**config.mk**
```make
export PLATFORM = sky130hd
export DESIGN_NAME = crop_maxpool_downscale_core_flat
export DESIGN_NICKNAME = d
export VERILOG_FILES = /design/src/hw/rtl/cmpd_pkg.sv /design/src/hw/rtl/cmpd_stream_if.sv /design/src/hw/rtl/crop_maxpool_downscale_core.sv /design/src/hw/rtl/cmpd_locate.sv /design/src/hw/rtl/cmpd_pool.sv /design/src/flat_wrapper.sv
export SDC_FILE = /design/constraint.sdc
export NUM_CORES = 1
export LEC_CHECK = 0
export ABC_AREA = 1
export BUFFER_PORTS_ARGS = -buffer_cell sky130_fd_sc_hd__buf_2
export CELL_PAD_IN_SITES_DETAIL_PLACEMENT = 0
export CELL_PAD_IN_SITES_GLOBAL_PLACEMENT = 2
export CORE_MARGIN = 2
export CORE_UTILIZATION = 42
export DETAILED_ROUTE_END_ITERATION = 8
export GPL_TIMING_DRIVEN = 0
export PLACE_DENSITY = 0.92
export SYNTH_ARGS = -nofsm -noshare
export SYNTH_HDL_FRONTEND = slang
export SYNTH_HIERARCHICAL = 1
export SYNTH_SLANG_ARGS = --single-unit
```
**constraint.sdc**
```tcl
create_clock -name i_clk -period 10.9 [get_ports i_clk]
set_clock_uncertainty 0.1 [all_clocks]
set_input_delay 0.545 -clock i_clk [delete_from_list [all_inputs] [get_ports i_clk]]
set_output_delay 0.545 -clock i_clk [all_outputs]
set_load 0.02 [all_outputs]
```
**src/hw/rtl/cmpd_pkg.sv**
```systemverilog
// Package for the crop / max-pool downscaler: sizes, config indexes,
// the locate-to-pool control struct and the block result function.
// No dependencies.
package cmpd_pkg;

    localparam int CROP_SIZE     = 112;
    localparam int POOL_SIZE     = 4;     // must be a power of two
    localparam int MAX_FRAME_DIM = 2048;
    localparam int PASS_DIM      = 28;

    localparam int OUT_DIM     = CROP_SIZE / POOL_SIZE;
    localparam int POOLED_SPAN = OUT_DIM * POOL_SIZE;
    localparam int PASS_TOTAL  = PASS_DIM * PASS_DIM;
    localparam int CROP_TOTAL  = OUT_DIM * OUT_DIM;
    localparam int MAX_TOTAL   = (PASS_TOTAL > CROP_TOTAL) ? PASS_TOTAL : CROP_TOTAL;

    localparam int PIX_W     = 8;
    localparam int CFG_W     = 12;
    localparam int CFG_IDX_W = 1;
    localparam int COL_W     = $clog2(MAX_FRAME_DIM);
    localparam int POOL_BITS = $clog2(POOL_SIZE);
    localparam int BX_W      = $clog2(OUT_DIM);
    localparam int OCNT_W    = $clog2(MAX_TOTAL + 1);

    localparam logic [CFG_IDX_W-1:0] CFG_FRAME_WIDTH  = 1'd0;
    localparam logic [CFG_IDX_W-1:0] CFG_FRAME_HEIGHT = 1'd1;

    localparam logic [CFG_W-1:0] RST_FRAME_WIDTH  = 12'd160;
    localparam logic [CFG_W-1:0] RST_FRAME_HEIGHT = 12'd120;

    typedef struct packed {
        logic            pass;     // 28x28 pass-through frame
        logic            update;   // pixel lies in the pooled crop
        logic            first;    // first pixel of its block
        logic            emit;     // a result goes out for this pixel
        logic            last;     // final result of the frame
        logic [BX_W-1:0] bx;       // output column of the block
    } t_loc;

    // 128 - m wrapped to 8 bits, positive values forced to 127
    function automatic logic [PIX_W-1:0] block_result(input logic [PIX_W-1:0] m);
        logic [PIX_W-1:0] r;
        r = 8'd128 - m;
        if (!r[PIX_W-1] && (r != '0)) begin
            r = 8'd127;
        end
        return r;
    endfunction

endpackage

```
**src/hw/rtl/cmpd_stream_if.sv**
```systemverilog
// Stream interfaces for the downscaler: pixel input and result output.
// Depends on cmpd_pkg.
interface cmpd_pix_if;
    logic                        valid;
    logic                        ready;
    logic [cmpd_pkg::PIX_W-1:0]  pixel;
    logic                        frame_start;

    modport source (output valid, output pixel, output frame_start, input ready);
    modport sink   (input valid, input pixel, input frame_start, output ready);
endinterface

interface cmpd_res_if;
    logic                               valid;
    logic                               ready;
    logic signed [cmpd_pkg::PIX_W-1:0]  value;
    logic                               last;

    modport source (output valid, output value, output last, input ready);
    modport sink   (input valid, input value, input last, output ready);
endinterface

```
**src/hw/rtl/crop_maxpool_downscale_core.sv**
```systemverilog
// Top level of the crop / max-pool downscaler: input register, config
// registers, result register. Depends on cmpd_pkg, cmpd_stream_if, cmpd_locate, cmpd_pool.
//
//  channel   dir  handshake      payload
//  i_pix     in   valid/ready    pixel[7:0], frame_start
//  o_res     out  valid/ready    value[7:0] signed, last
//  i_cfg_*   in   write enable   i_cfg_idx[0], i_cfg_data[11:0]
//
// One pixel per cycle sustained while the result side is not stalled; a pixel is
// held in the input register, then decoded, pooled and its result registered.
// Throughput is set by the single compare/update of the partial-max row.
// Synchronous active-low reset clears counters, maxima and valid flags;
// config returns to 160x120. A stalled result holds the input register.
module crop_maxpool_downscale_core (
    input  logic                             i_clk,
    input  logic                             i_rst_n,
    cmpd_pix_if.sink                         i_pix,
    cmpd_res_if.source                       o_res,
    input  logic                             i_cfg_we,
    input  logic [cmpd_pkg::CFG_IDX_W-1:0]   i_cfg_idx,
    input  logic [cmpd_pkg::CFG_W-1:0]       i_cfg_data
);

    logic                              r_in_valid;
    logic [cmpd_pkg::PIX_W-1:0]        r_in_pixel;
    logic                              r_in_start;
    logic                              r_out_valid;
    logic signed [cmpd_pkg::PIX_W-1:0] r_out_value;
    logic                              r_out_last;
    logic [cmpd_pkg::CFG_W-1:0]        r_frame_width;
    logic [cmpd_pkg::CFG_W-1:0]        r_frame_height;

    logic                              w_step;
    cmpd_pkg::t_loc                    w_loc;
    logic signed [cmpd_pkg::PIX_W-1:0] w_value;

    assign w_step      = r_in_valid && (!r_out_valid || o_res.ready);
    assign i_pix.ready = !r_in_valid || w_step;
    assign o_res.valid = r_out_valid;
    assign o_res.value = r_out_value;
    assign o_res.last  = r_out_last;

    always_ff @(posedge i_clk) begin
        if (!i_rst_n) begin
            r_frame_width  <= cmpd_pkg::RST_FRAME_WIDTH;
            r_frame_height <= cmpd_pkg::RST_FRAME_HEIGHT;
        end else if (i_cfg_we) begin
            unique case (i_cfg_idx)
                cmpd_pkg::CFG_FRAME_WIDTH:  r_frame_width  <= i_cfg_data;
                cmpd_pkg::CFG_FRAME_HEIGHT: r_frame_height <= i_cfg_data;
                default: ;
            endcase
        end
    end

    always_ff @(posedge i_clk) begin
        if (!i_rst_n) begin
            r_in_valid <= 1'b0;
        end else if (i_pix.ready) begin
            r_in_valid <= i_pix.valid;
        end
        if (i_pix.ready && i_pix.valid) begin
            r_in_pixel <= i_pix.pixel;
            r_in_start <= i_pix.frame_start;
        end
    end

    cmpd_locate u_locate (
        .i_clk          (i_clk),
        .i_rst_n        (i_rst_n),
        .i_step         (w_step),
        .i_start        (r_in_start),
        .i_frame_width  (r_frame_width),
        .i_frame_height (r_frame_height),
        .o_loc          (w_loc)
    );

    cmpd_pool u_pool (
        .i_clk   (i_clk),
        .i_rst_n (i_rst_n),
        .i_step  (w_step),
        .i_pixel (r_in_pixel),
        .i_loc   (w_loc),
        .o_value (w_value)
    );

    always_ff @(posedge i_clk) begin
        if (!i_rst_n) begin
            r_out_valid <= 1'b0;
        end else if (w_step) begin
            r_out_valid <= w_loc.emit;
        end else if (o_res.ready) begin
            r_out_valid <= 1'b0;
        end
        if (w_step && w_loc.emit) begin
            r_out_value <= w_value;
            r_out_last  <= w_loc.last;
        end
    end

    a_out_from_step: assert property (@(posedge i_clk) disable iff (!i_rst_n)
        $rose(r_out_valid) |-> $past(w_step))
        else $error("result appeared without a processed pixel");

    a_in_held: assert property (@(posedge i_clk) disable iff (!i_rst_n)
        (r_in_valid && !w_step) |=> (r_in_valid && $stable(r_in_pixel)
                                     && $stable(r_in_start)))
        else $error("pending pixel lost while output stalled");

endmodule

```
**src/hw/rtl/cmpd_locate.sv**
```systemverilog
// Row/column/output counters and crop window decode for the downscaler.
// Depends on cmpd_pkg.
module cmpd_locate (
    input  logic                          i_clk,
    input  logic                          i_rst_n,
    input  logic                          i_step,
    input  logic                          i_start,
    input  logic [cmpd_pkg::CFG_W-1:0]    i_frame_width,
    input  logic [cmpd_pkg::CFG_W-1:0]    i_frame_height,
    output cmpd_pkg::t_loc                o_loc
);

    logic [cmpd_pkg::COL_W-1:0]  r_col, n_col;
    logic [cmpd_pkg::COL_W-1:0]  r_row, n_row;
    logic [cmpd_pkg::OCNT_W-1:0] r_out_cnt, n_out_cnt;

    logic [cmpd_pkg::COL_W-1:0]  w_col, w_row;
    logic [cmpd_pkg::OCNT_W-1:0] w_out;
    logic [cmpd_pkg::CFG_W-1:0]  w_dx, w_dy;
    logic [cmpd_pkg::COL_W-1:0]  w_sx, w_sy, w_cx, w_cy;
    logic [cmpd_pkg::COL_W:0]    w_col_inc;
    logic                        w_fit, w_in_crop, w_wrap;

    always_comb begin
        w_col = i_start ? '0 : r_col;
        w_row = i_start ? '0 : r_row;
        w_out = i_start ? '0 : r_out_cnt;

        w_fit = (32'(i_frame_width) >= cmpd_pkg::CROP_SIZE)
             && (32'(i_frame_height) >= cmpd_pkg::CROP_SIZE)
             && (32'(i_frame_width) <= cmpd_pkg::MAX_FRAME_DIM)
             && (32'(i_frame_height) <= cmpd_pkg::MAX_FRAME_DIM);

        // crop origin is half the surplus, rounded down
        w_dx = i_frame_width - cmpd_pkg::CFG_W'(cmpd_pkg::CROP_SIZE);
        w_dy = i_frame_height - cmpd_pkg::CFG_W'(cmpd_pkg::CROP_SIZE);
        w_sx = cmpd_pkg::COL_W'(w_dx >> 1);
        w_sy = cmpd_pkg::COL_W'(w_dy >> 1);
        w_cx = w_col - w_sx;
        w_cy = w_row - w_sy;

        w_in_crop = w_fit && (w_col >= w_sx) && (w_row >= w_sy)
                 && (32'(w_cx) < cmpd_pkg::POOLED_SPAN)
                 && (32'(w_cy) < cmpd_pkg::POOLED_SPAN)
                 && (32'(w_out) < cmpd_pkg::CROP_TOTAL);

        o_loc.pass   = (32'(i_frame_width) == cmpd_pkg::PASS_DIM)
                    && (32'(i_frame_height) == cmpd_pkg::PASS_DIM);
        o_loc.update = !o_loc.pass && w_in_crop;
        o_loc.first  = (w_cx[cmpd_pkg::POOL_BITS-1:0] == '0)
                    && (w_cy[cmpd_pkg::POOL_BITS-1:0] == '0);
        o_loc.bx     = cmpd_pkg::BX_W'(w_cx >> cmpd_pkg::POOL_BITS);
        if (o_loc.pass) begin
            o_loc.emit = 32'(w_out) < cmpd_pkg::PASS_TOTAL;
            o_loc.last = 32'(w_out) == cmpd_pkg::PASS_TOTAL - 1;
        end else begin
            o_loc.emit = o_loc.update && (&w_cx[cmpd_pkg::POOL_BITS-1:0])
                      && (&w_cy[cmpd_pkg::POOL_BITS-1:0]);
            o_loc.last = 32'(w_out) == cmpd_pkg::CROP_TOTAL - 1;
        end

        // column wraps at the frame width or at the counter limit
        w_col_inc = {1'b0, w_col} + 1'b1;
        w_wrap = (32'(w_col_inc) >= 32'(i_frame_width))
              || (w_col == cmpd_pkg::COL_W'(cmpd_pkg::MAX_FRAME_DIM - 1));
        if (w_wrap) begin
            n_col = '0;
            n_row = (w_row == cmpd_pkg::COL_W'(cmpd_pkg::MAX_FRAME_DIM - 1))
                  ? w_row : w_row + 1'b1;
        end else begin
            n_col = w_col_inc[cmpd_pkg::COL_W-1:0];
            n_row = w_row;
        end
        n_out_cnt = w_out + cmpd_pkg::OCNT_W'(o_loc.emit);
    end

    always_ff @(posedge i_clk) begin
        if (!i_rst_n) begin
            r_col     <= '0;
            r_row     <= '0;
            r_out_cnt <= '0;
        end else if (i_step) begin
            r_col     <= n_col;
            r_row     <= n_row;
            r_out_cnt <= n_out_cnt;
        end
    end

    a_out_cnt_bound: assert property (@(posedge i_clk) disable iff (!i_rst_n)
        32'(r_out_cnt) <= cmpd_pkg::MAX_TOTAL)
        else $error("output count past frame total");

    a_emit_source: assert property (@(posedge i_clk) disable iff (!i_rst_n)
        o_loc.emit |-> (o_loc.pass || o_loc.update))
        else $error("result outside pass-through and crop");

endmodule

```
**src/hw/rtl/cmpd_pool.sv**
```systemverilog
// Row of partial block maxima and the per-pixel result value.
// Depends on cmpd_pkg.
module cmpd_pool (
    input  logic                              i_clk,
    input  logic                              i_rst_n,
    input  logic                              i_step,
    input  logic [cmpd_pkg::PIX_W-1:0]        i_pixel,
    input  cmpd_pkg::t_loc                    i_loc,
    output logic signed [cmpd_pkg::PIX_W-1:0] o_value
);

    logic [cmpd_pkg::PIX_W-1:0] r_pmax [cmpd_pkg::OUT_DIM];
    logic [cmpd_pkg::PIX_W-1:0] w_cur, n_max;

    always_comb begin
        w_cur = (32'(i_loc.bx) < cmpd_pkg::OUT_DIM) ? r_pmax[i_loc.bx] : '0;
        if (i_loc.first || (i_pixel > w_cur)) begin
            n_max = i_pixel;
        end else begin
            n_max = w_cur;
        end
        o_value = i_loc.pass ? $signed(i_pixel) : $signed(cmpd_pkg::block_result(n_max));
    end

    always_ff @(posedge i_clk) begin
        if (!i_rst_n) begin
            for (int k = 0; k < cmpd_pkg::OUT_DIM; k++) begin
                r_pmax[k] <= '0;
            end
        end else if (i_step && i_loc.update) begin
            r_pmax[i_loc.bx] <= n_max;
        end
    end

endmodule
```
**src/flat_wrapper.sv**
```systemverilog
// flat-port wrapper written by rule: the top's interface ports become plain ports
module crop_maxpool_downscale_core_flat 
  (i_clk, i_rst_n, i_cfg_we, i_cfg_idx, i_cfg_data, i_pix_valid, i_pix_pixel, i_pix_frame_start, i_pix_ready, o_res_valid, o_res_value, o_res_last, o_res_ready);
  cmpd_pix_if i_pix_i ();
  cmpd_res_if o_res_i ();
  input  logic i_clk;
  input  logic i_rst_n;
  input  logic i_cfg_we;
  input  logic [cmpd_pkg::CFG_IDX_W-1:0] i_cfg_idx;
  input  logic [cmpd_pkg::CFG_W-1:0] i_cfg_data;
  input wire logic [$bits(i_pix_i.valid)-1:0] i_pix_valid;
  input wire logic [$bits(i_pix_i.pixel)-1:0] i_pix_pixel;
  input wire logic [$bits(i_pix_i.frame_start)-1:0] i_pix_frame_start;
  output wire logic [$bits(i_pix_i.ready)-1:0] i_pix_ready;
  output wire logic [$bits(o_res_i.valid)-1:0] o_res_valid;
  output wire logic [$bits(o_res_i.value)-1:0] o_res_value;
  output wire logic [$bits(o_res_i.last)-1:0] o_res_last;
  input wire logic [$bits(o_res_i.ready)-1:0] o_res_ready;
  assign i_pix_i.valid = i_pix_valid;
  assign i_pix_i.pixel = i_pix_pixel;
  assign i_pix_i.frame_start = i_pix_frame_start;
  assign i_pix_ready = i_pix_i.ready;
  assign o_res_valid = o_res_i.valid;
  assign o_res_value = o_res_i.value;
  assign o_res_last = o_res_i.last;
  assign o_res_i.ready = o_res_ready;
  crop_maxpool_downscale_core u_core (.i_clk(i_clk), .i_rst_n(i_rst_n), .i_pix(i_pix_i), .o_res(o_res_i), .i_cfg_we(i_cfg_we), .i_cfg_idx(i_cfg_idx), .i_cfg_data(i_cfg_data));
endmodule
```
### After elaboration in Yosys (flattened, before gate mapping)

Memories as Yosys holds them, arrays and structs flattened.
Index checks and enable logic that the tools add are counted.

| storage, ports and cells | value |
|---|---|
| memories kept | 1 |
| output and inout bits | 11 |
| register bits after elaboration | 76 |
| memory bits (writable) | 224 |
| logic and storage cells | 93 |

| cells by class | value |
|---|---|
| bitwise gates (word level) | 1 |
| muxes and demuxes | 20 |
| equal/unequal tests | 5 |
| reduce and logical (&&, ||, !) cells | 35 |
| order comparisons | 12 |
| add/sub/neg operators | 8 |

Memory list:

| memory | words | width | read ports | clocked after Yosys merged registers in | write ports | line | source |
|---|---|---|---|---|---|---|---|
| u_core.u_pool.r_pmax | 28 | 8 | 1 | 0 | 28 | cmpd_pool.sv:12 | `logic [cmpd_pkg::PIX_W-1:0] r_pmax [cmpd_pkg::OUT_DIM];` |

Operators with widths:

| cell | count |
|---|---|
| 11-bit 2-to-1 mux | 5 |
| 8-bit 2-to-1 mux | 5 |
| 12-bit by 5-bit equality test with 1-bit output (second input constant) | 2 |
| 12-bit by 7-bit >= comparator with 1-bit output (second input constant) | 2 |
| 12-bit less-or-equal comparator (second input constant) | 2 |
| 12-bit by 7-bit subtractor with 12-bit output (second input constant) | 2 |
| 11-bit equality test (second input constant) | 2 |
| 11-bit >= comparator | 2 |
| 11-bit by 7-bit less-than comparator with 1-bit output (second input constant) | 2 |
| 11-bit subtractor | 2 |
| 1-bit logical AND | 18 |
| 11-bit by 1-bit adder with 12-bit output (second input constant) | 1 |
| 12-bit >= comparator | 1 |
| 11-bit by 1-bit adder with 11-bit output (second input constant) | 1 |
| 10-bit by 1-bit adder with 10-bit output | 1 |
| 10-bit equality test (second input constant) | 1 |
| 10-bit less-than comparator (second input constant) | 1 |
| 10-bit 2-to-1 mux | 1 |
| 8-bit greater-than comparator | 1 |
| 2-bit AND reduction | 4 |
| 8-bit nonzero test | 1 |
| 8-bit OR reduction | 1 |
| 8-bit subtractor (first input constant) | 1 |
| 1-bit 2-to-1 mux | 7 |
| other kinds (8) | 15 |

### Longest topological paths before layout

| depth | value |
|---|---|
| depth after elaboration | 16 |
| mapped depth | 43 |

### Hierarchy

The synthesis kept the hierarchy.

Modules (own cells, without submodules):

| module | area each (um2) | seq. area each (um2) | cells an instance | instances |
|---|---|---|---|---|
| cmpd_pool | 10,674.0 | 6,726.5 | 1,151 | 1 |
| cmpd_locate | 4,047.6 | 640.6 | 679 | 1 |
| crop_maxpool_downscale_core | 1,594.0 | 1,061.0 | 165 | 1 |

### Worst setup path before layout

No wires, ideal clock.

| path | value |
|---|---|
| path type | reg-to-reg |
| from | reg u_core.r_in_start |
| to | reg u_core.r_out_value, in the netlist u_core/o_res.value[5] (data pin) |
| arrival | 5.451 ns |
| path slack | 5.092 ns |
| stages on the path, launching flop included | 36 |
| cells stage by stage | edfxtp_1 -> buf_2 -> buf_2 -> nor2_1 -> inv_1 -> ha_1 -> inv_1 -> fa_1 -> xor2_1 -> inv_2 -> nor2_1 -> buf_2 -> buf_2 -> a22oi_1 -> a21oi_1 -> a21o_1 -> nor2_1 -> nand2_1 -> inv_1 -> ha_1 -> a21o_1 -> nor2_1 -> nand2_1 -> nand2_1 -> nand2_1 -> nand2_1 -> a21boi_4 -> buf_1 -> ha_1 -> nand3_1 -> o21ai_0 -> nand3_1 -> nor2_1 -> nand3_1 -> nand2_4 -> a21oi_2 |

RTL lines:

| item | line | source |
|---|---|---|
| from (decl) | crop_maxpool_downscale_core.sv:26 | `logic r_in_start;` |
| from (signal assigned) | crop_maxpool_downscale_core.sv:64 | `r_in_start <= i_pix.frame_start;` |
| to (signal assigned) | crop_maxpool_downscale_core.sv:96 | `r_out_value <= w_value;` |
| to (decl) | crop_maxpool_downscale_core.sv:28 | `logic signed [cmpd_pkg::PIX_W-1:0] r_out_value;` |

==> summary.md <==
| Metric | Value |
|---|---|
| I/O pin cnt | 38 |
| Die Span X | 201 um |
| Post-synth ARST share | 0 |
| Global Route Usage Sum | 0.255 |
| Number of enable-type register cells in the synthesized netlist | 242 |
| Final Hold Vio Count | 0 |
| Accumulated negative setup slack | 0 ns |
| Port Buffers | 37 |
| Endpoint type of the worst setup path | flop |
| Status | completed |
| Area of the die | 0.0404 mm2 |
| HPWL after DPL | 36.7 mm |
| Cell family contributing the most delay on the critical path | buffers and inverters |
| Yosys cell types | 50 |
| Final max-slew violation count | 0 |
| Number of DRC markers in iteration 0 | 1012 |
| Number of H-tree levels | 2 |
| Clock edge transition at the registers on the reported setup and hold paths | 0.06 ns |
| Startpoint of the worst register-to-register path | u_core/r_in_start$_DFFE_PP_ |
| Minimum clock period | 8.66 ns |
| Minimum setup slack among reg-to-reg paths | 2.24 ns |
| Hold Path End | u_core/r_in_start$_DFFE_PP_ |
| TritonCTS clock tree | yes |
| Placement Rows | 72 |
| Max Freq | 0.116 GHz |
| Total area of multi-input combinational cells | 0.00684 mm2 |
| First-pass iteration count of the detailed router | 5 |
| Clock network latency to the later pin of the worst-skew pair | 0.55 ns |
| Post CTS Setup Buffer Count | 0 |
| Synthesized instance count | 1995 |
| Static leakage | 7.96 nW |
| Setup repair after global routing missed its margin | no |
| Origin of the worst setup path | u_core/r_in_start$_DFFE_PP_ |
| Slowest cell delay on critical path | 0.58 ns |
| Total gr overflow | 0 |
| Count of state elements after synthesis | 300 |
| Max-slew headroom at the worst pin | 0.195 |
| Reg-to-reg endpoint | u_core/o_res.value[0]$_DFFE_PP_ |
| Share of post-route cells with drive strength above 1 | 0.0980 |
| Layout net count | 2151 |
| DRC violation count after routing | 0 |
| Data arrival time of the critical path | 8.85 ns |
| Average cell area after synthesis | 8.18 um2 |
| Levels on crit path | 34 |
| Area used by sequential logic in the layout | 0.00843 mm2 |
| Final period utilization | 0.794 |
| Final setup viols | 0 |
| Post-CTS sizing | 0 |
| Worst IR drop on VDD | 0.0995 mV |
| Number of max-cap violations | 0 |
| Post-cts hold buffer count | 0 |
| Sequential cell area fraction in the yosys report | 0.517 |
| Kind of critical path | flop to flop |
| CP max FO | 10 |
| Path depth of the worst reg2reg path | 34 |
| Layout fillers | 3864 |
| Avg WL per Cell | 19.6 um |
| Combined buffer and inverter count along the critical path | 9 |
| Initial cell density of the core | 0.424 |
| Final GP Congestion | 0.881 |
| Post-DR vias/cell | 5.21 |
| Cell area after technology mapping | 0.0163 mm2 |
| PD cells | 173 mW/mm2 |
| Wire length of the first global-routing pass | 77.4 mm |
| DRT Wirelength | 51.1 mm |
| Category of the worst setup path launch point | flop |
| Vertical extent of the die | 201 um |
| Path class of the lowest-slack min-delay path | input pin to flop |
| Maximum number of pins on one net before global-route repair | 13 |
| Hold Path Cell Cnt | 1 |
| Total via count in the routed design | 13608 |
| Count of antenna diodes in the layout | 0 |
| Library cell used as clock root buffer | clkbuf_16 |
| Detail Route Antenna Nets | 0 |
| Hold wc startpoint | i_pix_frame_start |
| Worst slew pin tran | 1.20 ns |
| Slowest cell on crit path | edfxtp_1 |
| Area added between synthesis and finish | 12.0% |
| Number of buffers inserted during clock tree synthesis | 35 |
| Vias in the first global route | 13099 |
| Core Area | 0.0385 mm2 |
| Initial antenna violation count | 0 |
| Most repeated library cell on the critical path | nand2_1 |
| Clock sink count | 300 |
| Ys Warns | 6 |
| Most used flip-flop cell after synthesis | edfxtp_1 |
| Tot Pwr | 3.17 mW |
| Largest buffer count on any clock path | 3 |
| Post-Syn Nets | 2077 |
| Required time at the endpoint of the critical path | 11.09 ns |
## per-layer routing
layer,part of all wire,global-route usage,wire (um),vias up
li1,-,-,-,6648
met1,0.42,0.332,21700,6407
met2,0.47,0.426,24200,453
met3,0.065,0.0434,3330,100
met4,0.037,0.0952,1910,0
met5,0,0,0,-
## cell families after synthesis
family                     count (synthesis)  synth area share
adders and majority gates                 55            0.0431
and+or+nand+nor                         1229             0.310
buffers and inverters                    245            0.0647
AOI/OAI and AO/OA                        141            0.0521
DFF                                      300             0.517
xor gates and xnor gates                  25            0.0134
## worst max path at each step
stage                                            to  slack [ns]
global placement    u_core/o_res.value[5]$_DFFE_PP_        2.40
finish              u_core/o_res.value[0]$_DFFE_PP_        2.24
detailed placement  u_core/o_res.value[0]$_DFFE_PP_        2.47
CTS                 u_core/o_res.value[0]$_DFFE_PP_        2.43
floorplan           u_core/o_res.value[5]$_DFFE_PP_        5.09
global route        u_core/o_res.value[3]$_DFFE_PP_        1.81
## sequential cells by signal (all words and copies together), names as in the netlist
register,cells
u_core/u_locate/r_out_cnt,10
u_core/u_locate/r_row,11
u_core/r_in_valid,1
u_core/r_frame_width,12
u_core/r_in_start,1
u_core/o_res.last,1
u_core/u_locate/r_col,11
u_core/o_res.valid,1
u_core/r_in_pixel,8
u_core/o_res.value,8
u_core/r_frame_height,12
u_core/u_pool/r_pmax,224
## where the power goes
part | total, mW | internal, mW | switching (mW) | leakage (nW)
logic | 0.710 | 0.178 | 0.532 | 4.47
registers | 1.29 | 1.28 | 0.0187 | 2.95
clock network | 1.16 | 0.697 | 0.467 | 0.541
total | 3.17 | 2.15 | 1.02 | 7.96
## worst register-to-register path: cells and delay by family (launching register included)
kind | cells | cell delay (ns)
buf+inv | 9 | 2.49
flops | 1 | 0.58
xor+xnor | 1 | 0.42
compound gates | 5 | 1.24
simple gates | 15 | 2.37
fa+ha+maj | 4 | 1.18
## cells in the final DEF (no fill, tap or decap), types with 3 or more instances in the layout
cell / netlist / routed
inv_2: 16 / 16
bufinv_16: 0 / 4
nand2_2: 13 / 13
o21ai_1: 4 / 4
buf_6: 9 / 9
nor2_1: 382 / 382
nor3_1: 18 / 17
a21o_1: 3 / 3
nor2_2: 14 / 14
ha_1: 53 / 53
xnor2_1: 9 / 9
nor3_2: 3 / 4
inv_1: 147 / 147
and3_1: 3 / 3
clkbuf_16: 0 / 36
a21oi_1: 55 / 55
a31oi_1: 3 / 3
o21ai_0: 30 / 30
buf_1: 3 / 3
nand2_1: 648 / 648
clkinv_1: 3 / 12
buf_2: 42 / 79
nor4_1: 4 / 4
a22oi_1: 26 / 26
edfxtp_1: 242 / 242
buf_4: 4 / 4
xor2_1: 16 / 16
clkbuf_1: 20 / 26
nand3_1: 86 / 86
dfxtp_1: 58 / 58
a21oi_2: 8 / 8
and2_1: 3 / 3
nand4_1: 41 / 41
o22ai_1: 3 / 3
## metrics by stage
step | utilization | std cells | setup WS [ns] | hold WS, ns | cell area [um2]
after floorplan | - | 1995 | 5.09 | 0.345 | 16300
after global placement | 0.446 | 2550 | 2.40 | 0.354 | 17100
after detailed placement | 0.446 | 2550 | 2.47 | 0.357 | 17100
after CTS | 0.475 | 2610 | 2.43 | 0.0465 | 18300
after global routing | 0.475 | 2610 | 1.81 | 0.0469 | 18300
final | 0.475 | 2610 | 2.24 | 0.0751 | 18300
## cells in the mapped netlist, types with 14 or more instances
cell      instances  area share
nand4_1          41       0.016
nand3_1          86       0.026
edfxtp_1        242        0.45
a21oi_1          55       0.017
a22oi_1          26       0.012
nand2_1         648        0.15
buf_2            42       0.013
inv_2            16      0.0037
o21ai_0          30      0.0092
inv_1           147       0.034
nor3_1           18      0.0055
nor2_2           14      0.0054
clkbuf_1         20      0.0046
xor2_1           16      0.0086
nor2_1          382       0.088
dfxtp_1          58       0.071
ha_1             53       0.041
## final cells by class
type | count | area share
flip-flops and latches | 300 | 0.461
multi-input cells | 1450 | 0.374
clock buffers | 42 | 0.0505
well taps | 518 | 0.0355
inverters | 166 | 0.0341
plain buffers | 79 | 0.0237
clock inverters | 18 | 0.0107
repair buffers | 37 | 0.0101
No activity file was read; power rests on OpenSTA's default activity.
